### src/hw/rtl/torus_cell_vertex_generator_macros.svh
// Assertion macros for the torus cell vertex generator.
// Used by files that assert; expects clk and arst_n in scope.
`ifndef TORUS_CELL_VERTEX_GENERATOR_MACROS_SVH
`define TORUS_CELL_VERTEX_GENERATOR_MACROS_SVH
`ifndef SYNTHESIS
// same-cycle implication
`define TCVG_CHECK(lbl, ante, cons) \
	lbl: assert property (@(posedge clk) disable iff (!arst_n) (ante) |-> (cons)) \
		else $error("tcvg check failed");
// next-cycle implication
`define TCVG_CHECK_NEXT(lbl, ante, cons) \
	lbl: assert property (@(posedge clk) disable iff (!arst_n) (ante) |=> (cons)) \
		else $error("tcvg check failed");
`else
`define TCVG_CHECK(lbl, ante, cons)
`define TCVG_CHECK_NEXT(lbl, ante, cons)
`endif
`endif

### src/hw/rtl/tcvg_pkg.sv
// Shared types and constants of the torus cell vertex generator.
// No dependencies.
`default_nettype none
package tcvg_pkg;

	// field widths
	localparam int IDX_W   = 9;                 // loop / slice index
	localparam int K_W     = IDX_W + 1;         // index plus one
	localparam int CNT_W   = 9;                 // division counts
	localparam int REM_W   = CNT_W;             // divider remainder
	localparam int PH_W    = 32;                // phase, 2^32 per turn
	localparam int DIV_STEPS = K_W + PH_W;      // one quotient bit per cell
	localparam int CORDIC_STEPS = 16;
	localparam int CW      = 33;                // CORDIC datapath
	localparam int TRIG_W  = 17;                // Q.14 trig value
	localparam int RAD_W   = 15;
	localparam int CTR_W   = 8;
	localparam int COORD_W = 20;
	localparam int CFG_IDX_W = 3;
	localparam int CFG_W   = 15;

	localparam logic signed [CW-1:0] CORDIC_GAIN = 33'sd652032874;

	localparam logic signed [CW-1:0] ATAN_TURNS [CORDIC_STEPS] = '{
		33'sh020000000, 33'sh012E4051D, 33'sh009FB385B, 33'sh0051111D4,
		33'sh0028B0D43, 33'sh00145D7E1, 33'sh000A2F61E, 33'sh000517C55,
		33'sh00028BE53, 33'sh000145F2E, 33'sh0000A2F98, 33'sh0000517CC,
		33'sh000028BE6, 33'sh0000145F3, 33'sh00000A2F9, 33'sh00000517C
	};

	// corner sequence a, a1, b, b, a1, b1: bit n is corner n
	localparam logic [5:0] LOOP_NEXT  = 6'b110010;
	localparam logic [5:0] SLICE_NEXT = 6'b101100;
	localparam logic [2:0] CORNER_LAST = 3'd5;

	// configuration register indexes
	typedef enum logic [CFG_IDX_W-1:0] {
		REG_MAJOR_RADIUS = 3'd0,
		REG_MINOR_RADIUS = 3'd1,
		REG_SLICE_COUNT  = 3'd2,
		REG_LOOP_COUNT   = 3'd3,
		REG_CENTER_X     = 3'd4,
		REG_CENTER_Y     = 3'd5,
		REG_CENTER_Z     = 3'd6
	} cfg_reg_t;

	localparam logic [RAD_W-1:0] MAJOR_RESET = 15'd1638;
	localparam logic [RAD_W-1:0] MINOR_RESET = 15'd819;
	localparam logic [CNT_W-1:0] COUNT_RESET = 9'd20;

	// control that travels with each vertex down the chain
	typedef struct packed {
		logic       valid;
		logic [2:0] corner;
	} tag_t;

endpackage
`default_nettype wire

### src/hw/rtl/tcvg_div_cell.sv
// One restoring-division cell: one quotient bit of k*2^32/n per lane.
// Depends on tcvg_pkg.
`default_nettype none
module tcvg_div_cell #(
	parameter int STEP = 0
) (
	input  wire                          clk,
	input  wire                          arst_n,
	input  wire                          en,
	input  wire [tcvg_pkg::CNT_W-1:0]    loop_n,
	input  wire [tcvg_pkg::CNT_W-1:0]    slice_n,
	input  tcvg_pkg::tag_t               tag_in,
	input  wire [tcvg_pkg::K_W-1:0]      lk_in,
	input  wire [tcvg_pkg::K_W-1:0]      sk_in,
	input  wire [tcvg_pkg::REM_W-1:0]    lrem_in,
	input  wire [tcvg_pkg::REM_W-1:0]    srem_in,
	input  wire [tcvg_pkg::PH_W-1:0]     lq_in,
	input  wire [tcvg_pkg::PH_W-1:0]     sq_in,
	output tcvg_pkg::tag_t               tag_q,
	output logic [tcvg_pkg::K_W-1:0]     lk_q,
	output logic [tcvg_pkg::K_W-1:0]     sk_q,
	output logic [tcvg_pkg::REM_W-1:0]   lrem_q,
	output logic [tcvg_pkg::REM_W-1:0]   srem_q,
	output logic [tcvg_pkg::PH_W-1:0]    lq_q,
	output logic [tcvg_pkg::PH_W-1:0]    sq_q
);
	localparam int BI = (STEP < tcvg_pkg::K_W) ? (tcvg_pkg::K_W - 1 - STEP) : 0;

	logic                       lbit, sbit, lge, sge;
	logic [tcvg_pkg::REM_W:0]   lr2, sr2, lsub, ssub;

	// shift in next dividend bit, compare and subtract
	always_comb begin
		lbit = (STEP < tcvg_pkg::K_W) ? lk_in[BI] : 1'b0;
		sbit = (STEP < tcvg_pkg::K_W) ? sk_in[BI] : 1'b0;
		lr2  = {lrem_in, lbit};
		sr2  = {srem_in, sbit};
		lge  = lr2 >= {1'b0, loop_n};
		sge  = sr2 >= {1'b0, slice_n};
		lsub = lr2 - {1'b0, loop_n};
		ssub = sr2 - {1'b0, slice_n};
	end

	always_ff @(posedge clk or negedge arst_n) begin
		if (!arst_n) begin
			tag_q <= '0;
		end else if (en) begin
			tag_q <= tag_in;
		end
	end

	always_ff @(posedge clk) begin
		if (en) begin
			lk_q   <= lk_in;
			sk_q   <= sk_in;
			lrem_q <= lge ? lsub[tcvg_pkg::REM_W-1:0] : lr2[tcvg_pkg::REM_W-1:0];
			srem_q <= sge ? ssub[tcvg_pkg::REM_W-1:0] : sr2[tcvg_pkg::REM_W-1:0];
			lq_q   <= {lq_in[tcvg_pkg::PH_W-2:0], lge};
			sq_q   <= {sq_in[tcvg_pkg::PH_W-2:0], sge};
		end
	end
endmodule
`default_nettype wire

### config.mk
export PLATFORM = sky130hd
export DESIGN_NAME = tcvg_div_cell
export DESIGN_NICKNAME = d
export VERILOG_FILES = /design/src/hw/rtl/torus_cell_vertex_generator_macros.svh /design/src/hw/rtl/tcvg_pkg.sv /design/src/hw/rtl/tcvg_div_cell.sv
export SDC_FILE = /design/constraint.sdc
export NUM_CORES = 1
export LEC_CHECK = 0
export BUFFER_PORTS_ARGS = -buffer_cell sky130_fd_sc_hd__buf_2
export CAP_MARGIN = 20
export CORE_MARGIN = 2
export CORE_UTILIZATION = 40
export CTS_CLUSTER_DIAMETER = 200
export DETAILED_ROUTE_END_ITERATION = 10
export PLACE_DENSITY = 0.81
export SYNTH_ARGS = -nofsm -noshare
export SYNTH_HDL_FRONTEND = slang
export SYNTH_SLANG_ARGS = --single-unit
### constraint.sdc
create_clock -name clk -period 1.1 [get_ports clk]
set_input_delay 0.22 -clock clk [delete_from_list [all_inputs] [get_ports clk]]
set_output_delay 0.22 -clock clk [all_outputs]
set_load 0.05 [all_outputs]
== After elaboration in Yosys (flattened, before gate mapping) ==
Cells that the tools add are included.

* Bits in registers: 106
* Output and inout bits: 106

* Add/sub/neg operators: 2
* $lt $le $gt $ge: 2
* Mux-type cells: 2

{| class="wikitable"
|+ Operator list
! cell !! count
|-
| $ge 10x9->1 || 2
|-
| $mux 9 || 2
|-
| $sub 9x9->9 || 2
|}

== Depth between registers and ports, before layout ==
* Word-level depth: 2
* Mapped depth: 10
* Mapped depth without buffers: 9

== Worst setup path after synthesis ==
Ideal clock, no wire load.

* Kind: input -> register
* From: input port sk_in[9] (netlist bit)
* To: register srem_q[1] (netlist bit), data pin
* Library setup time: 0.260 ns
* Stages on the path: 8
* Buffers on the path: 0
* Required time: 0.840 ns
* Path slack: -1.116 ns
* Arrival time: 1.956 ns
* Path through: inv_1 ha_1 inv_1 fa_1 a211oi_2 o21ai_1 a211oi_4 mux2_2

* Cells in the longest elaborated chain, start to end: 2
* Elaborated cells on any way between the ends: 3
* Those cells by class: add/sub: 1; order compare: 1; mux: 1

{| class="wikitable"
|+ RTL lines
! what !! line !! text
|-
| start, declared || tcvg_div_cell.sv:14 || <nowiki>input wire [tcvg_pkg::K_W-1:0] sk_in,</nowiki>
|-
| $sub 9x9->9 / $ge 10x9->1 (equally long branches) || tcvg_div_cell.sv:41, tcvg_div_cell.sv:39 ||
|-
| $mux 9 (*) || tcvg_div_cell.sv:57 || <nowiki>srem_q <= sge ? ssub[tcvg_pkg::REM_W-1:0] : sr2[tcvg_pkg::REM_W-1:0];</nowiki>
|-
| end signal, assigned || tcvg_div_cell.sv:57 ||
|-
| end, declared || tcvg_div_cell.sv:23 || <nowiki>output logic [tcvg_pkg::REM_W-1:0] srem_q,</nowiki>
|}

Every way passes the cells marked *; elsewhere a longest branch is shown, timed or not.
A chain may end at the register's enable or synchronous reset.

== Final worst setup path ==
* From: input port sk_in[9] (netlist bit)
* To: register srem_q[8] (netlist bit), data pin

* Cells in the longest elaborated chain, start to end: 2
* Elaborated cells on any way between the ends: 3
* Those cells by class: add/sub: 1; order compare: 1; mux: 1

{| class="wikitable"
|+ RTL lines
! what !! line !! text
|-
| $ge 10x9->1 || tcvg_div_cell.sv:39 || <nowiki>sge = sr2 >= {1'b0, slice_n};</nowiki>
|-
| via sge || tcvg_div_cell.sv:29 || <nowiki>logic lbit, sbit, lge, sge;</nowiki>
|-
| $mux 9 || tcvg_div_cell.sv:57 ||
|}

The timed path passes the listed nets, and every way through them passes these cells.

==> out/qor.yml <==
die:
  initial_core_util_pct: 41.2
  die-width_um: 107
  chipHeight_um: 107
  placeableCoreArea_um2: 10300
  core.rowCount: 37
  io_pins: 233
  die-area_um2: 11500
power:
  power.leakage_nw: 3.17
  powerDensity_nw_per_um2: 1550
  sw_frac_of_total_pct: 32.9
  design_power_total_mw: 11.0
  part_of_the_total_power_dissipated_in_the_clock_network_pct: 22.7
  total_switching_power_mw: 3.63
  comb_power_share_pct: 31.3
  worst_supply_voltage_drop_on_vdd_uv: 856
  sequentialPowerShare_pct: 46.0
  cell_internal_pwr_mw: 7.39
synth:
  syn_avg_cell_area_um2: 16.8
  syn_area_um2: 4260
  post_synth_edffs: 102
  post_synth_main_area_contributors: "edfxtp_1, ha_1, mux2_2"
  post-synth-top-area-fraction_pct: 72.0
  synthCells: 253
  synth_compound_area_share_pct: 7.79
  synthArstFlopShare_pct: 3.77
  largest_family_of_logic_cells_by_synthesized_area: "compound AO/OA/AOI/OAI gates"
  synth_adder_area_share_pct: 6.23
  synth_warnings: 0
  yosysMostFrequentCell: "edfxtp_1"
  leading_cell_types_by_count_after_synthesis: "edfxtp_1, inv_1, ha_1, mux2_2, nand2_1"
  synth_seq_cells: 106
  synth_cell_types: 40
  post_synthesis_net_count: 400
  synth_flop_cell: "edfxtp_1"
  post_synth_mux_area_share_pct: 3.76
  synth_simple_gate_area_share_pct: 3.44
  largest_area_contributor_in_the_synthesized_netlist: "edfxtp_1"
  synth_xor_xnor_area_share_pct: 2.06
  seq_area_frac_synth_pct: 74.3
hold_path:
  holdCritPathClass: "input pin to register"
  min_delay_path_depth: 1
  min_to: "sq_q[7]"
  hp-start: "sq_in[6]"
clocking:
  clk_transition_reported_paths_ps: 110
  cts_h_tree_depth: 3
  clk_path_buf_depth: 2
  cts_buffers: 9
  tritoncts_num_sinks: 106
  tritoncts: "built"
  clkLatencyLatePin_ps: 370
  cts.root.buffer_cell: "clkbuf_8"
placement:
  rd_place_congestion: 0.841
  numPortBuffers: 230
  dpl_worst_slack_ps: -1160
  dpl-instance-area_um2: 6050
  place_hpwl_um: 8700
  placed_cells: 668
global_routing:
  global_route_wire_length_before_repair_um: 18100
  globalRouteOverflowTotal: 0
  grt_usage_pct: 21.2
  largest_net_degree_at_the_start_of_global_routing: 58
  first_global_vias: 3427
  antenna_found_initial: 0
detailed_routing:
  detail_route.wirelength_um: 12700
  vias: 3354
  firstDrtPassIters: 4
  final_antenna_net_count: 0
  post_drt_wl_per_cell_um: 18.2
  post_drt_via_cell_ratio: 4.81
  drt_iter0_markers: 186
  drt_drc_violations_left: 0
worst_setup_path:
  worstSetupPathType: "input pin to register"
  critical_path.max_fanout: 4
  r2r_setup_slack_ps: 190
  worstSetupStartpoint: "sk_in[9]"
  crit_path_end_kind: "register"
  cp-start-kind: "input pin"
  timing.critical_path.required_ps: 1220
  timing.rr.start: "tag_q[1]"
  crit-reg2reg-capture: "tag_q[1]"
  reg2reg_depth: 2
  arrival_time_of_the_worst_setup_path_ps: 1870
finish:
  layout.cells.non_filler: 698
  antenna_cells: 0
  final_core_utilization_pct: 69.0
  design_area_um2: 7130
  area.growth.synth_to_final_pct: 67.5
  fin_nets: 704
  fillers: 719
  layout_cell_share_with_drive_strength_beyond_1_pct: 60.3
sta:
  period_needed_ps: 1750
  max_slew_margin_pct: 74.4
  worstMarginPinSlew_ps: 383
  setup_slack_ps: -653
  report.final.hold_viol_count: 0
  final-setup-viol-count: 126
  unrepaired_setup_endpoints_after_global_routing: "true"
  fmaxAchievable_ghz: 0.570
  finalMaxSlewViolations: 0
  whs_ps: 19.7
  min_period_over_period_pct: 159
  fin_skew_ps: 0
  timing.setup.tns_ps: -18120
outcome:
  failed_checks: "negative setup slack"
  run_status: "finished, violations left"
flow_run:
  max-cap-violations: 0
[how the worst max path moves through the flow]
stage                      endpoint  slack (ps)  depth (start not counted)
after floorplan           srem_q[8]        -930                          9
after global routing      srem_q[8]        -730                         10
after CTS                 lrem_q[4]        -690                         11
after global placement    lrem_q[2]       -1090                         10
after detailed placement  lrem_q[2]       -1160                         10
final                     srem_q[8]        -650                         10
[cells by family (layout without fill, tap and decap cells)]
logic type	after synthesis	after routing
muxes	14	14
DFF	106	106
adders and majority gates	20	20
xor gates and xnor gates	10	10
and+or+nand+nor	31	31
buffers and inverters	26	334
AOI/OAI and AO/OA	46	47
[power groups by stage]
stage / sequential (mW) / combinational [mW] / clock (mW)
6_report: 5.07 / 3.45 / 2.50
5_1_grt: 5.10 / 3.60 / 2.67
4_1_cts: 5.06 / 3.39 / 2.51
3_5_place_dp: 5.05 / 2.88 / 0
3_3_place_gp: 5.04 / 2.82 / 0
2_1_floorplan: 6.37 / 0.550 / 0
[worst max-delay path, stage by stage]
cell and delay [ps]:
buf_12 110, inv_12 40, ha_4 120, inv_2 40
fa_2 350, a211oi_2 230, o21ai_2 100, a211oi_4 290
inv_2 70, mux2_4 290
[sequential cells by signal, summed over array words and instances, names as in the netlist]
name    cells
lk_q       10
lq_q       32
lrem_q      9
sk_q       10
sq_q       32
srem_q      9
tag_q       4
[timing repair]
| action | CTS | global route |
|---|---|---|
| gates cloned | 1 | 0 |
| setup endpoints to repair | 126 | 126 |
| pin swaps | 11 | 8 |
| hold buffers | 5 | 2 |
| resized for setup | 225 | 5 |
| endpoints found under the hold margin | 8 | 2 |
| buffers inserted | 3 | 3 |
[layout by cell type (no fill, tap or decap), types with 2 or more instances in the layout]
cell / count
edfxtp_1: 102
o31ai_2: 2
inv_12: 2
buf_2: 121
a21oi_2: 3
inv_1: 20
nand2_1: 12
mux2_4: 4
o21ai_0: 7
clkbuf_8: 10
nor2_1: 9
o31ai_1: 2
buf_4: 54
xnor2_1: 7
buf_12: 5
fa_2: 2
buf_6: 106
inv_2: 3
dfrtp_1: 4
ha_1: 16
xor2_1: 3
dlygate4sd3_1: 7
a211oi_2: 3
mux2_2: 9
a21o_1: 3
ha_4: 2
a21oi_1: 9
nand2b_1: 4
o21a_1: 2
inv_6: 2
o21ai_2: 3
o211ai_1: 3
[cell type report]
cell class / count / area (um^2) / area share (%)
Clock inverter: 5 / 61.3 / 0.860
Tap cell: 136 / 170 / 2.39
Timing Repair Buffer: 293 / 2370 / 33.3
Sequential cell: 106 / 3160 / 44.4
Multi-Input combinational cell: 122 / 1100 / 15.4
Inverter: 25 / 119 / 1.67
Clock buffer: 11 / 141 / 1.98
[per-layer routing]
| layer | up-vias | track usage, % | share of wire, % |
|---|---|---|---|
| li1 | 1567 | - | - |
| met1 | 1615 | 23.5 | 37 |
| met2 | 149 | 39.0 | 55 |
| met3 | 23 | 4.26 | 6.1 |
| met4 | 0 | 9.37 | 2.6 |
| met5 | - | 0 | 0 |
No activity file was read; power rests on OpenSTA's default activity.
