--- src/hw/rtl/torus_cell_vertex_generator_macros.svh ---
// Assertion macros for the torus cell vertex generator.
// Used by files that assert; expects clk and arst_n in scope.
`ifndef TORUS_CELL_VERTEX_GENERATOR_MACROS_SVH
`define TORUS_CELL_VERTEX_GENERATOR_MACROS_SVH
`ifndef SYNTHESIS
// same-cycle implication
`define TCVG_CHECK(lbl, ante, cons) \
	lbl: assert property (@(posedge clk) disable iff (!arst_n) (ante) |-> (cons)) \
		else $error("tcvg check failed");
// next-cycle implication
`define TCVG_CHECK_NEXT(lbl, ante, cons) \
	lbl: assert property (@(posedge clk) disable iff (!arst_n) (ante) |=> (cons)) \
		else $error("tcvg check failed");
`else
`define TCVG_CHECK(lbl, ante, cons)
`define TCVG_CHECK_NEXT(lbl, ante, cons)
`endif
`endif

--- src/hw/rtl/tcvg_pkg.sv ---
// Shared types and constants of the torus cell vertex generator.
// No dependencies.
`default_nettype none
package tcvg_pkg;

	// field widths
	localparam int IDX_W   = 9;                 // loop / slice index
	localparam int K_W     = IDX_W + 1;         // index plus one
	localparam int CNT_W   = 9;                 // division counts
	localparam int REM_W   = CNT_W;             // divider remainder
	localparam int PH_W    = 32;                // phase, 2^32 per turn
	localparam int DIV_STEPS = K_W + PH_W;      // one quotient bit per cell
	localparam int CORDIC_STEPS = 16;
	localparam int CW      = 33;                // CORDIC datapath
	localparam int TRIG_W  = 17;                // Q.14 trig value
	localparam int RAD_W   = 15;
	localparam int CTR_W   = 8;
	localparam int COORD_W = 20;
	localparam int CFG_IDX_W = 3;
	localparam int CFG_W   = 15;

	localparam logic signed [CW-1:0] CORDIC_GAIN = 33'sd652032874;

	localparam logic signed [CW-1:0] ATAN_TURNS [CORDIC_STEPS] = '{
		33'sh020000000, 33'sh012E4051D, 33'sh009FB385B, 33'sh0051111D4,
		33'sh0028B0D43, 33'sh00145D7E1, 33'sh000A2F61E, 33'sh000517C55,
		33'sh00028BE53, 33'sh000145F2E, 33'sh0000A2F98, 33'sh0000517CC,
		33'sh000028BE6, 33'sh0000145F3, 33'sh00000A2F9, 33'sh00000517C
	};

	// corner sequence a, a1, b, b, a1, b1: bit n is corner n
	localparam logic [5:0] LOOP_NEXT  = 6'b110010;
	localparam logic [5:0] SLICE_NEXT = 6'b101100;
	localparam logic [2:0] CORNER_LAST = 3'd5;

	// configuration register indexes
	typedef enum logic [CFG_IDX_W-1:0] {
		REG_MAJOR_RADIUS = 3'd0,
		REG_MINOR_RADIUS = 3'd1,
		REG_SLICE_COUNT  = 3'd2,
		REG_LOOP_COUNT   = 3'd3,
		REG_CENTER_X     = 3'd4,
		REG_CENTER_Y     = 3'd5,
		REG_CENTER_Z     = 3'd6
	} cfg_reg_t;

	localparam logic [RAD_W-1:0] MAJOR_RESET = 15'd1638;
	localparam logic [RAD_W-1:0] MINOR_RESET = 15'd819;
	localparam logic [CNT_W-1:0] COUNT_RESET = 9'd20;

	// control that travels with each vertex down the chain
	typedef struct packed {
		logic       valid;
		logic [2:0] corner;
	} tag_t;

endpackage
`default_nettype wire

--- src/hw/rtl/tcvg_vertex_math.sv ---
// Vertex arithmetic: trig rounding, radius products, center and saturation.
// Depends on tcvg_pkg. Last stage is the output register.
`default_nettype none
module tcvg_vertex_math #(
	parameter int FRAC_BITS = 12
) (
	input  wire                                 clk,
	input  wire                                 arst_n,
	input  wire                                 en,
	input  tcvg_pkg::tag_t                      tag_in,
	input  wire [1:0]                           lquad,
	input  wire [1:0]                           squad,
	input  wire signed [tcvg_pkg::CW-1:0]       lx, ly, sx, sy,
	input  wire [tcvg_pkg::RAD_W-1:0]           major_radius,
	input  wire [tcvg_pkg::RAD_W-1:0]           minor_radius,
	input  wire signed [tcvg_pkg::CTR_W-1:0]    center_x, center_y, center_z,
	output tcvg_pkg::tag_t                      tag_s5,
	output logic signed [tcvg_pkg::COORD_W-1:0] vx_s5, vy_s5, vz_s5
);
	localparam int TW = tcvg_pkg::TRIG_W;
	localparam int PW = 33;   // radius times trig
	localparam int RW = 20;   // rho
	localparam int XW = RW + TW;
	localparam int SW = 32;   // final sum
	localparam logic signed [SW-1:0] CMAX = 32'sd524287;
	localparam logic signed [SW-1:0] CMIN = -32'sd524288;

	tcvg_pkg::tag_t tag_s1, tag_s2, tag_s3, tag_s4;

	logic signed [tcvg_pkg::CW-1:0] lxr, lyr, sxr, syr;
	logic signed [TW-1:0] lc0, ls0, sc0, ss0, lc, ls, sc, ss;
	logic signed [TW-1:0] lc_s1, ls_s1, sc_s1, ss_s1, lc_s2, ls_s2, lc_s3, ls_s3;
	logic signed [PW-1:0] pr_s2, pz_s2, pr_r, pz_r;
	logic signed [RW-1:0] rho_s3, zz_s3, zz_s4;
	logic signed [XW-1:0] px_s4, py_s4, px_r, py_r;
	logic signed [SW-1:0] cx, cy, cz, sumx, sumy, sumz;

	function automatic logic signed [SW-1:0] sat_sum(input logic signed [SW-1:0] v);
		sat_sum = (v > CMAX) ? CMAX : ((v < CMIN) ? CMIN : v);
	endfunction

	// round Q1.30 to Q.14 and unfold quadrant
	always_comb begin
		lxr = lx + (tcvg_pkg::CW)'(33'sd32768);
		lyr = ly + (tcvg_pkg::CW)'(33'sd32768);
		sxr = sx + (tcvg_pkg::CW)'(33'sd32768);
		syr = sy + (tcvg_pkg::CW)'(33'sd32768);
		lc0 = lxr[tcvg_pkg::CW-1:16];
		ls0 = lyr[tcvg_pkg::CW-1:16];
		sc0 = sxr[tcvg_pkg::CW-1:16];
		ss0 = syr[tcvg_pkg::CW-1:16];
		case (lquad)
			2'd0:    begin lc = lc0;  ls = ls0;  end
			2'd1:    begin lc = -ls0; ls = lc0;  end
			2'd2:    begin lc = -lc0; ls = -ls0; end
			default: begin lc = ls0;  ls = -lc0; end
		endcase
		case (squad)
			2'd0:    begin sc = sc0;  ss = ss0;  end
			2'd1:    begin sc = -ss0; ss = sc0;  end
			2'd2:    begin sc = -sc0; ss = -ss0; end
			default: begin sc = ss0;  ss = -sc0; end
		endcase
	end

	// rounding of products by 2^14, centers in Q.FRAC_BITS
	always_comb begin
		pr_r = pr_s2 + PW'(33'sd8192);
		pz_r = pz_s2 + PW'(33'sd8192);
		px_r = px_s4 + XW'(37'sd8192);
		py_r = py_s4 + XW'(37'sd8192);
		cx   = SW'(center_x) <<< FRAC_BITS;
		cy   = SW'(center_y) <<< FRAC_BITS;
		cz   = SW'(center_z) <<< FRAC_BITS;
		sumx = SW'($signed(px_r[XW-1:14])) + cx;
		sumy = SW'($signed(py_r[XW-1:14])) + cy;
		sumz = SW'(zz_s4) + cz;
	end

	always_ff @(posedge clk or negedge arst_n) begin
		if (!arst_n) begin
			tag_s1 <= '0;
			tag_s2 <= '0;
			tag_s3 <= '0;
			tag_s4 <= '0;
			tag_s5 <= '0;
		end else if (en) begin
			tag_s1 <= tag_in;
			tag_s2 <= tag_s1;
			tag_s3 <= tag_s2;
			tag_s4 <= tag_s3;
			tag_s5 <= tag_s4;
		end
	end

	always_ff @(posedge clk) begin
		if (en) begin
			// s1: trig values
			lc_s1 <= lc;
			ls_s1 <= ls;
			sc_s1 <= sc;
			ss_s1 <= ss;
			// s2: tube radius products
			pr_s2 <= PW'($signed({1'b0, minor_radius}) * sc_s1);
			pz_s2 <= PW'($signed({1'b0, minor_radius}) * ss_s1);
			lc_s2 <= lc_s1;
			ls_s2 <= ls_s1;
			// s3: ring distance and height
			rho_s3 <= RW'($signed({1'b0, major_radius})) + RW'($signed(pr_r[PW-1:14]));
			zz_s3  <= RW'($signed(pz_r[PW-1:14]));
			lc_s3  <= lc_s2;
			ls_s3  <= ls_s2;
			// s4: ring products
			px_s4 <= XW'(rho_s3 * lc_s3);
			py_s4 <= XW'(rho_s3 * ls_s3);
			zz_s4 <= zz_s3;
			// s5: center, saturate, output register
			vx_s5 <= tcvg_pkg::COORD_W'(sat_sum(sumx));
			vy_s5 <= tcvg_pkg::COORD_W'(sat_sum(sumy));
			vz_s5 <= tcvg_pkg::COORD_W'(sat_sum(sumz));
		end
	end
endmodule
`default_nettype wire
--- config.mk ---
export PLATFORM = sky130hd
export DESIGN_NAME = tcvg_vertex_math
export DESIGN_NICKNAME = d
export VERILOG_FILES = /design/src/hw/rtl/torus_cell_vertex_generator_macros.svh /design/src/hw/rtl/tcvg_pkg.sv /design/src/hw/rtl/tcvg_vertex_math.sv
export SDC_FILE = /design/constraint.sdc
export NUM_CORES = 2
export LEC_CHECK = 0
export ABC_AREA = 1
export BUFFER_PORTS_ARGS = -buffer_cell sky130_fd_sc_hd__clkbuf_2
export CAP_MARGIN = 20
export CELL_PAD_IN_SITES_DETAIL_PLACEMENT = 2
export CELL_PAD_IN_SITES_GLOBAL_PLACEMENT = 2
export CORE_MARGIN = 2
export CORE_UTILIZATION = 36
export CTS_CLUSTER_DIAMETER = 80
export DETAILED_ROUTE_END_ITERATION = 10
export PLACE_DENSITY = 0.83
export REMOVE_ABC_BUFFERS = 1
export SLEW_MARGIN = 15
export SYNTH_ARGS = -nofsm -noshare
export SYNTH_HDL_FRONTEND = slang
export SYNTH_SLANG_ARGS = --single-unit
--- constraint.sdc ---
create_clock -name clk -period 6.35 [get_ports clk]
set_clock_uncertainty 0.1 [all_clocks]
set_input_delay 0.3175 -clock clk [delete_from_list [all_inputs] [get_ports clk]]
set_output_delay 0.3175 -clock clk [all_outputs]
set_load 0.05 [all_outputs]
==> Yosys cells after proc, flatten, opt, wreduce, memory -nomap -nowiden <==
Cells that the tools add are included.
{ "classes": {"n_reduce_logical": 2, "multipliers": 4, "n_mux": 7, "n_eq_ne": 4, "order_cmp": 6, "n_addsub": 16} }
{ "ops": {"columns": ["operator", "count"], "rows": [
  ["$pmux 17 s3", 4],
  ["$add 33x17->33 const B", 4],
  ["$add 37x15->37 const B", 2],
  ["$mul 20x17->37", 2],
  ["$neg 17->17", 4],
  ["$add 33x15->33 const B", 2],
  ["$mul 16x17->33", 2],
  ["$mux 20", 3],
  ["$add 23x20->24", 2],
  ["$gt 24x20->1 const B", 2],
  ["$lt 24x20->1 const B", 2],
  ["$add 19x20->21", 1],
  ["$gt 21x20->1 const B", 1],
  ["$lt 21x20->1 const B", 1],
  ["$add 16x19->20", 1],
  ["$eq 2x1->1 const B", 2],
  ["$eq 2x2->1 const B", 2],
  ["$logic_not 2->1", 2]
]} }
{ "totals": {"regBits": 414, "in_bits": 197, "output_inout_bits": 64, "elab_cells": 67} }

==> Longest topological paths before layout <==
{ "logic_depth": {"word_depth": 4, "depth_mapped": 29, "mapped_depth_nobuf": 27} }

==> Worst setup path after synthesis <==
No wires, ideal clock.
{ "synth_timing": {"path_type": "reg2reg", "from": "register rho_s3[19]", "to": "register px_s4[34] (data pin)", "stages_incl_launch_ff": 22, "setup_slack_ns": 0.416, "n_path_buf": 2, "required_time_ns": 5.998, "setup_time_ns": 0.252, "synth_period_minus_slack_ns": 5.934, "arrival_time_ns": 5.581, "path_cell_list": "edfxtp_1 > clkbuf_1 > clkbuf_1 > nand2_1 > inv_1 > fa_1 > fa_1 > inv_1 > fa_1 > fa_1 > fa_1 > fa_1 > inv_1 > ha_1 > a21oi_1 > inv_1 > a31oi_1 > inv_1 > a211oi_1 > nand2_1 > nand2_1 > nand2_1"} }
{ "synth_between": {"elab_chain_len": 1} }
{ "synth_lines": {"columns": ["item", "line", "text"], "rows": [
  ["from (decl)", "tcvg_vertex_math.sv:34", "logic signed [RW-1:0] rho_s3, zz_s3, zz_s4;"],
  ["from (signal assigned)", "tcvg_vertex_math.sv:109", "rho_s3 <= RW'($signed({1'b0, major_radius})) + RW'($signed(pr_r[PW-1:14]));"],
  ["$mul 20x17->37", "tcvg_vertex_math.sv:114", "px_s4 <= XW'(rho_s3 * lc_s3);"],
  ["to (signal assigned)", "tcvg_vertex_math.sv:114", null],
  ["to (decl)", "tcvg_vertex_math.sv:35", "logic signed [XW-1:0] px_s4, py_s4, px_r, py_r;"]
]} }
No other way between the ends.
A chain may end at the register's enable or synchronous reset.

==> Final worst setup path <==
{ "layout_timing": {"from": "register rho_s3[12]", "to": "register py_s4[31] (data pin)"} }
{ "layout_between": {"elab_chain_len": 1} }
{ "layout_lines": {"columns": ["item", "line", "text"], "rows": [
  ["$mul 20x17->37", "tcvg_vertex_math.sv:115", "py_s4 <= XW'(rho_s3 * ls_s3);"],
  ["to (signal assigned)", "tcvg_vertex_math.sv:115", null],
  ["to (decl)", "tcvg_vertex_math.sv:35", null]
]} }
No other way between the ends.

==> run summary <==
Status: finished with violations
Failing checks: setup timing
Routability cong.: 0.880
Avg Cell Area, Syn: 8.10 um2
CTS tree: built
Largest net degree at the start of global routing: 149
Max_slew headroom: 15.0%
Final worst path period share: 102%
Count of unique library cells instantiated by Yosys: 61
I/O pin total: 261
DP Wirelength: 210 mm
Vias/cell: 5.31
Worst-Margin Slew: 1270 ps
Final hold vios: 0
Synth warn: 0
Most frequent cells in the layout: 2314 x inv_1, 2099 x nand2_1, 1183 x fa_1, 368 x ha_1, 342 x edfxtp_1
CP Class: flip-flop to flip-flop
Clk slew on worst S/H paths: 70 ps
Max Clk Rate: 155 MHz
Final Util: 41.1%
Crit start category: flip-flop
Die area: 190000 um2
DIE HEIGHT: 436 um
Core Region: 185000 um2
Die X-Extent: 436 um
Met1 usage: 28.6%
Buffers on Ports: 200
Ys flop type: edfxtp_1
Final WL: 294 mm
Met2 GRT Util: 53.7%
Reg2reg end: py_s4[31]
Global route hottest layer: met2
Crit path capture type: flip-flop
Initial antenna violation count: 21
Reg2reg path depth: 21
Yosys reg bits: 362
Final WS setup: -100 ps
Unrepaired setup endpoints after global routing: true
WP data required: 6670 ps
CTS buffer count: 49
Post-route minimum period: 6450 ps
Hold-critical path depth: 4
ANT nets after route: 0
Max-cap violations: 0
Flop2flop setup slack: -100 ps
Layout area overhead: 13.4%
CTS max path bufs: 3
Sequential area share after synthesis: 16.0%
Crit path DAT: 6770 ps
Critical hold path startpoint: center_z[0]
First-pass GRT wire length: 412 mm
Worst r2r src: rho_s3[12]
Mapped Cells: 8298
Most common cell after layout, fill and taps aside: inv_1
Remaining DRCs: 0
FP Rows: 158
Post-synth EDFFs: 342
Share of cells above drive strength 1: 10.8%
Htree depth: 2
M3 GR Usage: 3.18%
Drt wl/cell: 26.3 um
Vias in the first global route: 70400
Async set or reset register ratio after synthesis: 5.52%
Placed Cells incl. Taps: 10900
Total track usage: 28.0%
Hold slack: 61.3 ps
Initial Util: 36.2%
Worst Hold Class: input port to flip-flop
Setup crit end: py_s4[31]
Final non-filler cell total: 11200
Total gr overflow: 0
Later-pin clock latency in the skew report: 680 ps
Setup crit start: rho_s3[12]
Cell Area, Synth: 67200 um2
Count of pins over their slew limit: 0
DRT Pass-1 Iters: 5
Clk sink count: 362
CP Max Fanout: 34
Initial DRC count: 3498
Final setup fails: 8
Nets: 10400
Root Driver: clkbuf_16
Vias: 59300
routing by layer:
metal  vias to the layer above  wire (um)
li1                      25100          -
met1                     30700      99800
met2                      2252     155000
met3                      1214      13600
met4                         4      26000
met5                         -         27
state kept, by name, indices dropped and copies added, names as in the netlist, 19 cells and up:
register and cells:
px_s4 24, zz_s4 19, zz_s3 19, rho_s3 20, vz_s5 20, vx_s5 20, pz_s2 20, py_s4 24
vy_s5 20, pr_s2 20
cell usage after synthesis, types with 7 or more instances:
| master | instances | area share, % |
|---|---|---|
| a221oi_1 | 8 | 0.10 |
| nor2_4 | 16 | 0.27 |
| o221ai_1 | 7 | 0.091 |
| nand4_1 | 125 | 1.2 |
| nand2_2 | 54 | 0.50 |
| a21o_1 | 25 | 0.28 |
| o211ai_1 | 12 | 0.13 |
| nand3_1 | 248 | 1.8 |
| o21ai_1 | 8 | 0.060 |
| nand3b_1 | 12 | 0.13 |
| nor2_1 | 310 | 1.7 |
| edfxtp_1 | 342 | 15 |
| nor4_1 | 13 | 0.12 |
| inv_1 | 2320 | 13 |
| inv_2 | 13 | 0.073 |
| nand2_1 | 2113 | 12 |
| xor2_1 | 161 | 2.1 |
| o21ai_0 | 144 | 1.1 |
| fa_1 | 1200 | 36 |
| a31oi_1 | 28 | 0.26 |
| nor2_2 | 26 | 0.24 |
| nor3_1 | 48 | 0.36 |
| a21boi_0 | 10 | 0.11 |
| nand3_2 | 8 | 0.12 |
| o2111ai_1 | 12 | 0.16 |
| xnor2_1 | 67 | 0.87 |
| o21bai_1 | 24 | 0.27 |
| ha_1 | 393 | 7.3 |
| dfrtp_1 | 20 | 0.75 |
| a21oi_1 | 179 | 1.3 |
| nor3_2 | 16 | 0.24 |
| clkbuf_1 | 255 | 1.4 |
metrics by stage:
stage	setup WS (ps)	instance area, um2	setup TNS (ps)
floorplan	300	66100	0
global placement	153	72500	0
detailed placement	-268	72500	-3560
CTS	12.2	74800	0
global route	-218	76100	-3250
finish	-100	76100	-330
worst max-delay path, stage by stage (launching register included):
cell	delay [ps]
edfxtp_1	420
buf_12	190
nand2_1	140
inv_1	80
fa_1	540
inv_1	60
fa_1	480
fa_1	540
inv_1	100
fa_1	470
fa_1	530
inv_1	90
fa_1	570
inv_1	70
ha_1	420
a21oi_2	270
inv_1	70
a21oi_1	240
o21ai_0	150
a31oi_1	220
nand2_1	160
xor2_1	170
area by class of cell:
| class | count | area, um2 |
|---|---|---|
| Timing Repair Buffer | 553 | 4590 |
| Inverter | 2340 | 8790 |
| Multi-Input combinational cell | 5329 | 47200 |
| Tap cell | 2480 | 3100 |
| Fill cell | 21000 | 109000 |
| Clock buffer | 54 | 1240 |
| Antenna cell | 16 | 40.0 |
| Sequential cell | 362 | 10800 |
| Clock inverter | 36 | 403 |
logic make-up after synthesis:
logic type	share of synthesized area, %
AO/OA/AOI/OAI	4.17
XOR/XNOR	3.01
adder cells (fa/ha/maj)	43.1
buffers and inverters	14.6
flip-flops	16.0
multiplexers	0.0670
AND/OR/NAND/NOR	19.0
timing repair:
item,CTS,global route
resized for setup,14,168
endpoints found under the setup margin,33,65
buffers inserted,45,57
pin swaps,1,22
hold buffers,10,0
endpoints found under the hold margin,29,0
gates cloned,0,8
worst min-delay path by stage:
| stage | endpoint |
|---|---|
| finish | vz_s5[12] |
| global route | vz_s5[12] |
| CTS | vz_s5[12] |
| detailed placement | tag_s5[1] |
| global placement | tag_s5[1] |
| floorplan | tag_s1[0] |
Power is not shown: default switching activity piles up to over one toggle a cycle in this logic, so the estimate is an artifact.
