$ cat src/hw/rtl/torus_cell_vertex_generator_macros.svh
// Assertion macros for the torus cell vertex generator.
// Used by files that assert; expects clk and arst_n in scope.
`ifndef TORUS_CELL_VERTEX_GENERATOR_MACROS_SVH
`define TORUS_CELL_VERTEX_GENERATOR_MACROS_SVH
`ifndef SYNTHESIS
// same-cycle implication
`define TCVG_CHECK(lbl, ante, cons) \
	lbl: assert property (@(posedge clk) disable iff (!arst_n) (ante) |-> (cons)) \
		else $error("tcvg check failed");
// next-cycle implication
`define TCVG_CHECK_NEXT(lbl, ante, cons) \
	lbl: assert property (@(posedge clk) disable iff (!arst_n) (ante) |=> (cons)) \
		else $error("tcvg check failed");
`else
`define TCVG_CHECK(lbl, ante, cons)
`define TCVG_CHECK_NEXT(lbl, ante, cons)
`endif
`endif

$ cat src/hw/rtl/tcvg_pkg.sv
// Shared types and constants of the torus cell vertex generator.
// No dependencies.
`default_nettype none
package tcvg_pkg;

	// field widths
	localparam int IDX_W   = 9;                 // loop / slice index
	localparam int K_W     = IDX_W + 1;         // index plus one
	localparam int CNT_W   = 9;                 // division counts
	localparam int REM_W   = CNT_W;             // divider remainder
	localparam int PH_W    = 32;                // phase, 2^32 per turn
	localparam int DIV_STEPS = K_W + PH_W;      // one quotient bit per cell
	localparam int CORDIC_STEPS = 16;
	localparam int CW      = 33;                // CORDIC datapath
	localparam int TRIG_W  = 17;                // Q.14 trig value
	localparam int RAD_W   = 15;
	localparam int CTR_W   = 8;
	localparam int COORD_W = 20;
	localparam int CFG_IDX_W = 3;
	localparam int CFG_W   = 15;

	localparam logic signed [CW-1:0] CORDIC_GAIN = 33'sd652032874;

	localparam logic signed [CW-1:0] ATAN_TURNS [CORDIC_STEPS] = '{
		33'sh020000000, 33'sh012E4051D, 33'sh009FB385B, 33'sh0051111D4,
		33'sh0028B0D43, 33'sh00145D7E1, 33'sh000A2F61E, 33'sh000517C55,
		33'sh00028BE53, 33'sh000145F2E, 33'sh0000A2F98, 33'sh0000517CC,
		33'sh000028BE6, 33'sh0000145F3, 33'sh00000A2F9, 33'sh00000517C
	};

	// corner sequence a, a1, b, b, a1, b1: bit n is corner n
	localparam logic [5:0] LOOP_NEXT  = 6'b110010;
	localparam logic [5:0] SLICE_NEXT = 6'b101100;
	localparam logic [2:0] CORNER_LAST = 3'd5;

	// configuration register indexes
	typedef enum logic [CFG_IDX_W-1:0] {
		REG_MAJOR_RADIUS = 3'd0,
		REG_MINOR_RADIUS = 3'd1,
		REG_SLICE_COUNT  = 3'd2,
		REG_LOOP_COUNT   = 3'd3,
		REG_CENTER_X     = 3'd4,
		REG_CENTER_Y     = 3'd5,
		REG_CENTER_Z     = 3'd6
	} cfg_reg_t;

	localparam logic [RAD_W-1:0] MAJOR_RESET = 15'd1638;
	localparam logic [RAD_W-1:0] MINOR_RESET = 15'd819;
	localparam logic [CNT_W-1:0] COUNT_RESET = 9'd20;

	// control that travels with each vertex down the chain
	typedef struct packed {
		logic       valid;
		logic [2:0] corner;
	} tag_t;

endpackage
`default_nettype wire

$ cat src/hw/rtl/tcvg_cordic_cell.sv
// One CORDIC rotation step for the loop and the slice angle.
// Depends on tcvg_pkg.
`default_nettype none
module tcvg_cordic_cell #(
	parameter int STEP = 0
) (
	input  wire                             clk,
	input  wire                             arst_n,
	input  wire                             en,
	input  tcvg_pkg::tag_t                  tag_in,
	input  wire [1:0]                       lquad_in,
	input  wire [1:0]                       squad_in,
	input  wire signed [tcvg_pkg::CW-1:0]   lx_in, ly_in, lz_in,
	input  wire signed [tcvg_pkg::CW-1:0]   sx_in, sy_in, sz_in,
	output tcvg_pkg::tag_t                  tag_q,
	output logic [1:0]                      lquad_q,
	output logic [1:0]                      squad_q,
	output logic signed [tcvg_pkg::CW-1:0]  lx_q, ly_q, lz_q,
	output logic signed [tcvg_pkg::CW-1:0]  sx_q, sy_q, sz_q
);
	localparam logic signed [tcvg_pkg::CW-1:0] ANG = tcvg_pkg::ATAN_TURNS[STEP];

	logic signed [tcvg_pkg::CW-1:0] ldx, ldy, sdx, sdy;

	always_comb begin
		ldx = ly_in >>> STEP;
		ldy = lx_in >>> STEP;
		sdx = sy_in >>> STEP;
		sdy = sx_in >>> STEP;
	end

	always_ff @(posedge clk or negedge arst_n) begin
		if (!arst_n) begin
			tag_q <= '0;
		end else if (en) begin
			tag_q <= tag_in;
		end
	end

	// rotate toward zero residual angle
	always_ff @(posedge clk) begin
		if (en) begin
			lquad_q <= lquad_in;
			squad_q <= squad_in;
			if (!lz_in[tcvg_pkg::CW-1]) begin
				lx_q <= lx_in - ldx;
				ly_q <= ly_in + ldy;
				lz_q <= lz_in - ANG;
			end else begin
				lx_q <= lx_in + ldx;
				ly_q <= ly_in - ldy;
				lz_q <= lz_in + ANG;
			end
			if (!sz_in[tcvg_pkg::CW-1]) begin
				sx_q <= sx_in - sdx;
				sy_q <= sy_in + sdy;
				sz_q <= sz_in - ANG;
			end else begin
				sx_q <= sx_in + sdx;
				sy_q <= sy_in - sdy;
				sz_q <= sz_in + ANG;
			end
		end
	end
endmodule
`default_nettype wire

$ cat config.mk
export PLATFORM = sky130hd
export DESIGN_NAME = tcvg_cordic_cell
export DESIGN_NICKNAME = d
export VERILOG_FILES = /design/src/hw/rtl/torus_cell_vertex_generator_macros.svh /design/src/hw/rtl/tcvg_pkg.sv /design/src/hw/rtl/tcvg_cordic_cell.sv
export SDC_FILE = /design/constraint.sdc
export NUM_CORES = 1
export LEC_CHECK = 0
export ABC_AREA = 1
export ABC_CLOCK_PERIOD_IN_PS = 1000
export BUFFER_PORTS_ARGS = -buffer_cell sky130_fd_sc_hd__buf_4
export CAP_MARGIN = 10
export CORE_ASPECT_RATIO = 1.25
export CORE_MARGIN = 1.5
export CORE_UTILIZATION = 35
export DETAILED_ROUTE_END_ITERATION = 8
export GPL_TIMING_DRIVEN = 0
export REMOVE_ABC_BUFFERS = 1
export SLEW_MARGIN = 0
export SYNTH_ARGS = -nofsm -noshare
export SYNTH_HDL_FRONTEND = slang
export SYNTH_SLANG_ARGS = --single-unit
$ cat constraint.sdc
create_clock -name clk -period 1 [get_ports clk]
set_input_delay 0.2 -clock clk [delete_from_list [all_inputs] [get_ports clk]]
set_output_delay 0.2 -clock clk [all_outputs]
set_load 0.01 [all_outputs]
After elaboration in Yosys (flattened, before gate mapping)
Cells that the tools add are included.
{"block": "totals", "out_inout_bits": 206, "reg_bits": 206}
{"block": "classes", "add_sub_neg": 10, "n_mux": 6}
{"op": "$mux 33", "count": 6}
{"op": "$sub 33x33->33", "count": 4}
{"op": "$add 33x31->33 const B", "count": 2}
{"op": "$add 33x33->33", "count": 2}
{"op": "$sub 33x31->33 const B", "count": 2}

Depth between registers and ports, before layout
Gate-level depths: netlist of run 1.
{"block": "logic_depth", "depth_word": 2, "depth_mapped": 16}

Least setup slack after synthesis of run 1
Ideal clock, no wire load.
{"block": "synth_timing", "path_kind": "input -> register", "start": "input port lx_in[0] (netlist name)", "end": "register lx_q[32] (netlist name), data pin", "slack_ns": -0.942, "n_path_buf": 0, "setup_time_ns": 0.253, "stages": 13, "arrival_time_ns": 1.689, "cell_sequence": "inv_1 > ha_1 > fa_1 > o21ai_1 > nand2_1 > nand2_1 > nand2_1 > nand2_1 > nand2_1 > nand2_1 > nand2_1 > nand3_1 > nand2_1"}
{"block": "synth_via", "elab_chain_len": 2, "word_cells_on_any_way": 3, "cone_classes": "add/sub: 2; mux: 1"}
{"item": "start: declaration", "line_no": "tcvg_cordic_cell.sv:13", "text": "input wire signed [tcvg_pkg::CW-1:0] lx_in, ly_in, lz_in,"}
{"item": "$sub 33x33->33 / $add 33x33->33 (equally long branches)", "line_no": "tcvg_cordic_cell.sv:46, tcvg_cordic_cell.sv:50"}
{"item": "$mux 33 *", "line_no": "tcvg_cordic_cell.sv:45", "text": "if (!lz_in[tcvg_pkg::CW-1]) begin"}
{"item": "end signal: assignment", "line_no": "tcvg_cordic_cell.sv:46", "text": "lx_q <= lx_in - ldx;"}
{"item": "end signal: assignment", "line_no": "tcvg_cordic_cell.sv:50", "text": "lx_q <= lx_in + ldx;"}
{"item": "end: declaration", "line_no": "tcvg_cordic_cell.sv:18", "text": "output logic signed [tcvg_pkg::CW-1:0] lx_q, ly_q, lz_q,"}
Mark *: on every way between the ends. The rest lies on a longest branch, timed or not.
A chain may end at the register's enable or synchronous reset.

Final worst setup path of run 1
{"block": "layout_timing", "start": "input port sx_in[2] (netlist name)", "end": "register sy_q[26] (netlist name), data pin"}
{"block": "layout_via", "elab_chain_len": 2, "word_cells_on_any_way": 3, "cone_classes": "add/sub: 2; mux: 1"}
{"item": "start: declaration", "line_no": "tcvg_cordic_cell.sv:14", "text": "input wire signed [tcvg_pkg::CW-1:0] sx_in, sy_in, sz_in,"}
{"item": "$add 33x33->33 / $sub 33x33->33 (equally long branches)", "line_no": "tcvg_cordic_cell.sv:56, tcvg_cordic_cell.sv:60"}
{"item": "$mux 33 *", "line_no": "tcvg_cordic_cell.sv:54", "text": "if (!sz_in[tcvg_pkg::CW-1]) begin"}
{"item": "end signal: assignment", "line_no": "tcvg_cordic_cell.sv:56", "text": "sy_q <= sy_in + sdy;"}
{"item": "end signal: assignment", "line_no": "tcvg_cordic_cell.sv:60", "text": "sy_q <= sy_in - sdy;"}
{"item": "end: declaration", "line_no": "tcvg_cordic_cell.sv:19", "text": "output logic signed [tcvg_pkg::CW-1:0] sx_q, sy_q, sz_q"}
Marks and branches as above.

==> flow_summary.toml, run 1 <==
[outcome]
outcome = "complete, but fails checks"
violations = "negative setup slack"

[drt]
drt-pass1-iter-count = 5
via_count = 25000
routedWlPerCell_um = 18.9
drc = 0
antenna_violating_nets_post_route = 0
viasPerCell = 5.10
drt-total-wl_mm = 92.7
drt-initial-drc-count = 1499

[timing]
drv_slew = 0
setup_viol_count_final = 332
fin_hold_ws_ns = 0.00422
setup_tns_ns = -112.09
min_period_ns = 1.63
slew_headroom_pct = 62.9
finalWorstSetupSlack_ns = -0.625
rsz0062_at_grt = "yes"
hold_viol_final = 0
timing.final.crit_share_pct = 163
skew_ns = 0
fmax_mhz = 615
tightest_slew_ns = 0.554

[global_routing]
grt_pass1_wl_mm = 123
antenna_found_initial = 3
grt_max_degree = 78
grt_pass1_vias = 22800
grt_remaining_overflow = 0
grt_usage_pct = 25.2

[cts]
root_buffer = "clkbuf_16"
numCtsBuffers = 26
insertion_delay_ns = 0.59
clock_path_buffers = 3
cts_htree_levels = 1
cts_sinks = 204
tritoncts = "built"
path_clk_slew_ns = 0.06

[worst_setup_path]
crit_required_ns = 1.31
end_kind = "register"
start_kind = "primary input"
path_class = "in2reg"
timing.rr.end = "tag_q[0]$_DFFE_PN0P_"
arrival_ns = 1.93
reg2reg_from = "tag_q[0]$_DFFE_PN0P_"
regToRegSetupSlack_ns = 0.20
cp_max_fo = 6
r2r_cells = 1

[placed_design]
place.gp.congestion = 0.960
post-place-ws_ns = -1.66
dp_hpwl_mm = 63.9
io_buffers = 414

[worst_hold_path]
hp-start = "lz_in[30]"
min_delay_worst_endpoint = "lz_q[30]$_DFFE_PP_"
whs_path_depth = 2
min_path_type = "in2reg"

[finish]
drive_gt1_share_pct = 45.8
final_common_cell = "nand2_1"
nets = 4477
final_cell_mix = "719 x nand2_1, 496 x inv_1, 354 x buf_4"
final_util_pct = 59.4
area_growth_pct = 67.7

[power_and_ir_drop]
p_leak_uw = 0.0176
p_per_area_nw_per_um2 = 1150
max-vdd-ir-drop_mv = 1.14

[yosys]
yosys_warnings = 0
avgSynthCellArea_um2 = 6.43
netlist_area_um2 = 21500
ys_ff_latch = 204
synth_cells = 3347
ys_seq_area_share_pct = 28.4
ys_types = 37

[job]
maxCapViolations = 0

[floorplanning]
die_w_um = 225
dieHeight_um = 280
initial_core_util_pct = 35.4
die_area_um2 = 63000
rows = 101
ioPinCount = 415
fp.coreArea_um2 = 60800
## what timing repair did
action / 4_1_cts / 5_1_grt
buffers inserted: 155 / 137
endpoints found under the setup margin: 415 / 413
gates resized for setup: 897 / 1052
pin swaps: 270 / 406
endpoints found under the hold margin: 75 / 3
cloned: 0 / 3
hold buffers: 71 / 2
## cell type report
type	instances	area [um^2]
diodes	1	2.50
repair buffers	776	7660
flip-flops and latches	204	6110
inverters	632	2540
clock inverters	18	231
multi-input cells	2424	17900
well taps	824	1030
fillers	5124	24700
clock buffers	30	666
## Yosys cell counts, drive strengths merged
library cell,number,share of area (%)
nand2,1164,21
ha,196,11
nor3,12,0.35
o21bai,29,1.0
edfxtp,200,28
a211oi,2,0.070
o22ai,12,0.35
nand3,287,6.8
nand4,26,0.76
nor2,319,5.8
o211ai,8,0.28
mux2,4,0.21
clkbuf,16,0.28
o21ai,137,3.2
dfrtp,4,0.46
o31ai,4,0.14
and2,16,0.46
fa,8,0.74
xor2,50,2.0
a31oi,5,0.15
or2,4,0.12
nand3b,1,0.035
a21oi,140,3.4
inv,632,11
buf,71,2.4
## power by group
group | internal, uW | switching, uW | total (uW) | leakage (uW)
clock | 5870 | 4200 | 10100 | 0.000422
combinational | 8770 | 11500 | 20200 | 0.0151
sequential | 10800 | 595 | 11400 | 0.00200
## layer usage
layer	global-route usage (%)	vias up	wire [um]
li1	-	11900	-
met1	28.1	11700	33600
met2	45.7	1132	45800
met3	4.49	345	6980
met4	12.4	4	6350
met5	0	-	24
## worst max-delay path by stage
stage	slack, ns	startpoint	to	depth (start not counted)
floorplan	-1.01	sz_in[32]	sz_q[31]$_DFFE_PP_	3
global placement	-2.43	lz_in[32]	lx_q[6]$_DFFE_PP_	3
detailed placement	-1.66	lx_in[0]	lx_q[32]$_DFFE_PP_	14
CTS	-0.49	sy_in[0]	sy_q[26]$_DFFE_PP_	11
global route	-0.63	sx_in[2]	sy_q[26]$_DFFE_PP_	13
finish	-0.63	sx_in[2]	sy_q[26]$_DFFE_PP_	13
## state kept, by name, indices dropped and copies added (netlist names)
name,cells
tag_q,4
lz_q,33
lx_q,32
sx_q,33
sz_q,33
ly_q,33
lquad_q,2
sy_q,32
squad_q,2
## cell families after synthesis
group,Yosys count,share of synthesized area [%]
flops,204,28.4
compound gates,337,8.62
simple gates,1829,34.9
fa+ha+maj,204,12.1
xor+xnor,50,2.03
buf+inv,719,13.7
mux,4,0.209
## critical path, stage by stage
cell	delay, ns
buf_8	0.08
inv_4	0.03
ha_4	0.33
buf_12	0.13
nand2_8	0.06
nor2_4	0.19
nand2_2	0.11
o211ai_1	0.33
nand2_1	0.14
nand3_1	0.09
nand2_1	0.06
nand3_2	0.08
nand2_4	0.08
## per-stage QoR
step | area, um^2 | instances | total power [uW]
after detailed placement | 25200 | 4502 | 23800
after CTS | 31200 | 4776 | 37400
after global placement | 25100 | 4498 | 23700
final | 36100 | 4909 | 41700
after global routing | 36100 | 4909 | 43600
after floorplan | 20900 | 3260 | 18300
Power figures use the tool's default switching activity.
==> run 2, diff against run 1 <==
--- a/config.mk
+++ b/config.mk
@@ -6,7 +6,7 @@
 export NUM_CORES = 1
 export LEC_CHECK = 0
 export ABC_AREA = 1
-export ABC_CLOCK_PERIOD_IN_PS = 1000
+export ABC_CLOCK_PERIOD_IN_PS = 1900
 export BUFFER_PORTS_ARGS = -buffer_cell sky130_fd_sc_hd__buf_4
 export CAP_MARGIN = 10
 export CORE_ASPECT_RATIO = 1.25
==> constraint.sdc (replaced) <==
create_clock -name clk -period 1.9 [get_ports clk]
set_input_delay 0.38 -clock clk [delete_from_list [all_inputs] [get_ports clk]]
set_output_delay 0.38 -clock clk [all_outputs]
set_load 0.01 [all_outputs]
==> run 2 against run 1 <==
Against the previous run: the run now ends clean; clock power decreased by 48%; final cell count is 5.6% lower; register-to-register slack better by 0.93 ns; worst hold slack better by 0.032 ns; count of clock-buffer cells in the layout is the same; total power decreased by 56%; via count is 11% lower; critical path depth down 1; combinational power is 64% lower; critical path type unchanged; largest power group unchanged.
==> flow_summary.toml, run 2 (synthesis gave the netlist of run 1 again) <==
[timing]
finalWorstSetupSlack_ns = 0.0427
tightest_slew_ns = 0.654
hold_viol_final = 0
drv_slew = 0
timing.final.crit_share_pct = 97.8
slew_headroom_pct = 56.3
setup_viol_count_final = 0
skew_ns = 0
fmax_mhz = 538
min_period_ns = 1.86

[global_routing]
grt_max_degree = 78
grt_remaining_overflow = 0
grt_usage_pct = 23.7
antenna_found_initial = 3
grt_pass1_wl_mm = 115
grt_pass1_vias = 20900

[placed_design]
dp_hpwl_mm = 63.9
place_area_um2 = 25200
io_buffers = 414
place.gp.congestion = 0.960
post-place-ws_ns = -0.939

[cts]
root_buffer = "clkbuf_16"
cts_sinks = 204
clock_path_buffers = 3
cts_htree_levels = 1
tritoncts = "built"
path_clk_slew_ns = 0.06
numCtsBuffers = 26
insertion_delay_ns = 0.59

[worst_setup_path]
start_kind = "primary input"
arrival_ns = 2.13
path_cells = "buf_4 > ha_1 > fa_2 > nand2_1 > nand2_2 > and2_1 > nand3_1 > nand3_2 > nand2_1 > nand4_1 > nand3_1 > nand2_1"
end_kind = "register"
regToRegSetupSlack_ns = 1.13
timing.rr.end = "tag_q[3]$_DFFE_PN0P_"
cp_max_fo = 3
crit_required_ns = 2.18
path_class = "in2reg"
cpPeakStageDelay_ns = 0.36
crit_path_top_delay_cell = "fa_2"
reg2reg_from = "tag_q[3]$_DFFE_PN0P_"
r2r_cells = 1
crit_path_frequent_cell = "nand2_1"

[power_and_ir_drop]
max-vdd-ir-drop_mv = 0.598
p_sw_uw = 6810
p_sw_share_pct = 37.1
p_int_uw = 11500
p_comb_share_pct = 39.4
p_leak_uw = 0.0144
p_seq_share_pct = 32.0
p_per_area_nw_per_um2 = 658
total_power_uw = 18300
clkPwrFrac_pct = 28.6

[drt]
drt-initial-drc-count = 1350
viasPerCell = 4.80
drc = 0
antenna_violating_nets_post_route = 0
routedWlPerCell_um = 16.8
via_count = 22300
drt-total-wl_mm = 77.7
drt-pass1-iter-count = 5

[floorplanning]
dieHeight_um = 280
ioPinCount = 415
initial_core_util_pct = 35.4
rows = 101
fp.coreArea_um2 = 60800
die_w_um = 225
die_area_um2 = 63000

[finish]
nFillCells = 6329
area_growth_pct = 29.5
nets = 4201
final_cell_mix = "1,116 x nand2_1, 613 x inv_1, 428 x buf_4"
final_util_pct = 45.9
final_common_cell = "nand2_1"
final_cell_area_um2 = 27900
drive_gt1_share_pct = 18.9

[worst_hold_path]
min_delay_worst_endpoint = "tag_q[1]$_DFFE_PN0P_"
whs_path_depth = 2
min_path_type = "in2reg"
hp-start = "tag_in[1]"

[outcome]
outcome = "completed"

[job]
maxCapViolations = 0
==> run 2: cell types whose count changed in the layout (fill, tap and decap cells not counted), sizes merged <==
cell	change
clkinvlp	-7
clkbuf	-4
inv	+7
buf	-265
dlygate4sd3	-7
==> run 2: timing repair <==
action / in CTS / in global routing
gates resized for setup: 83 / 149
setup endpoints to repair: 67 / 81
pin swaps: 5 / 23
hold endpoints to repair: 68 / 0
hold buffers: 65 / 0
buffers inserted: 5 / 12
==> run 2: layout make-up <==
cell class                 count  area, um^2  share of cell area, %
clock buffer                  30         666                   2.39
timing repair buffer         500        4000                   14.3
tap                          824        1030                   3.70
multi-input combinational   2424       13500                   48.3
sequential                   204        6110                   21.9
clock inverter                18         231                  0.830
inverter                     632        2380                   8.52
antenna                        1        2.50                0.00898
==> run 2: worst max-delay path: cells and delay by family <==
family	cells	cell delay [ns]
AND/OR/NAND/NOR	9	1.05
buffers and inverters	1	0.12
adder cells (fa/ha/maj)	2	0.59
==> run 2: worst max-delay path by stage <==
stage | start | endpoint | slack, ns | cells after the start
floorplan | sz_in[32] | sz_q[31]$_DFFE_PP_ | -0.29 | 3
global placement | lz_in[32] | lx_q[6]$_DFFE_PP_ | -1.71 | 3
detailed placement | lx_in[0] | lx_q[32]$_DFFE_PP_ | -0.94 | 14
CTS | lx_in[25] | lx_q[32]$_DFFE_PP_ | -0.004 | 16
global route | sx_in[15] | sx_q[30]$_DFFE_PP_ | -0.008 | 13
finish | lx_in[0] | lx_q[28]$_DFFE_PP_ | 0.04 | 12
==> run 2: stage by stage <==
step           hold WS [ns]  std cells  setup TNS [ns]
2_1_floorplan        0.0844       3260          -10.21
3_3_place_gp          0.195       4498         -342.54
3_5_place_dp          0.194       4502          -81.40
4_1_cts             0.00343       4620        -0.00380
5_1_grt              0.0206       4633         -0.0161
6_report             0.0358       4633               0
==> run 2: power by group through the flow <==
stage | logic [uW] | registers, uW | clock network [uW]
after floorplan | 3450 | 6190 | 0
after global placement | 6530 | 5960 | 0
after detailed placement | 6580 | 5950 | 0
after CTS | 6840 | 5870 | 5390
after global routing | 7960 | 5910 | 5560
final | 7220 | 5860 | 5250
==> run 2: metal layers <==
layer  GRT usage [%]  vias up  routed length, um
li1                -    11300                  -
met1            27.1    10100              30800
met2            42.9      733              37900
met3            4.20      148               5400
met4            10.4        4               3620
met5               0        -                 24
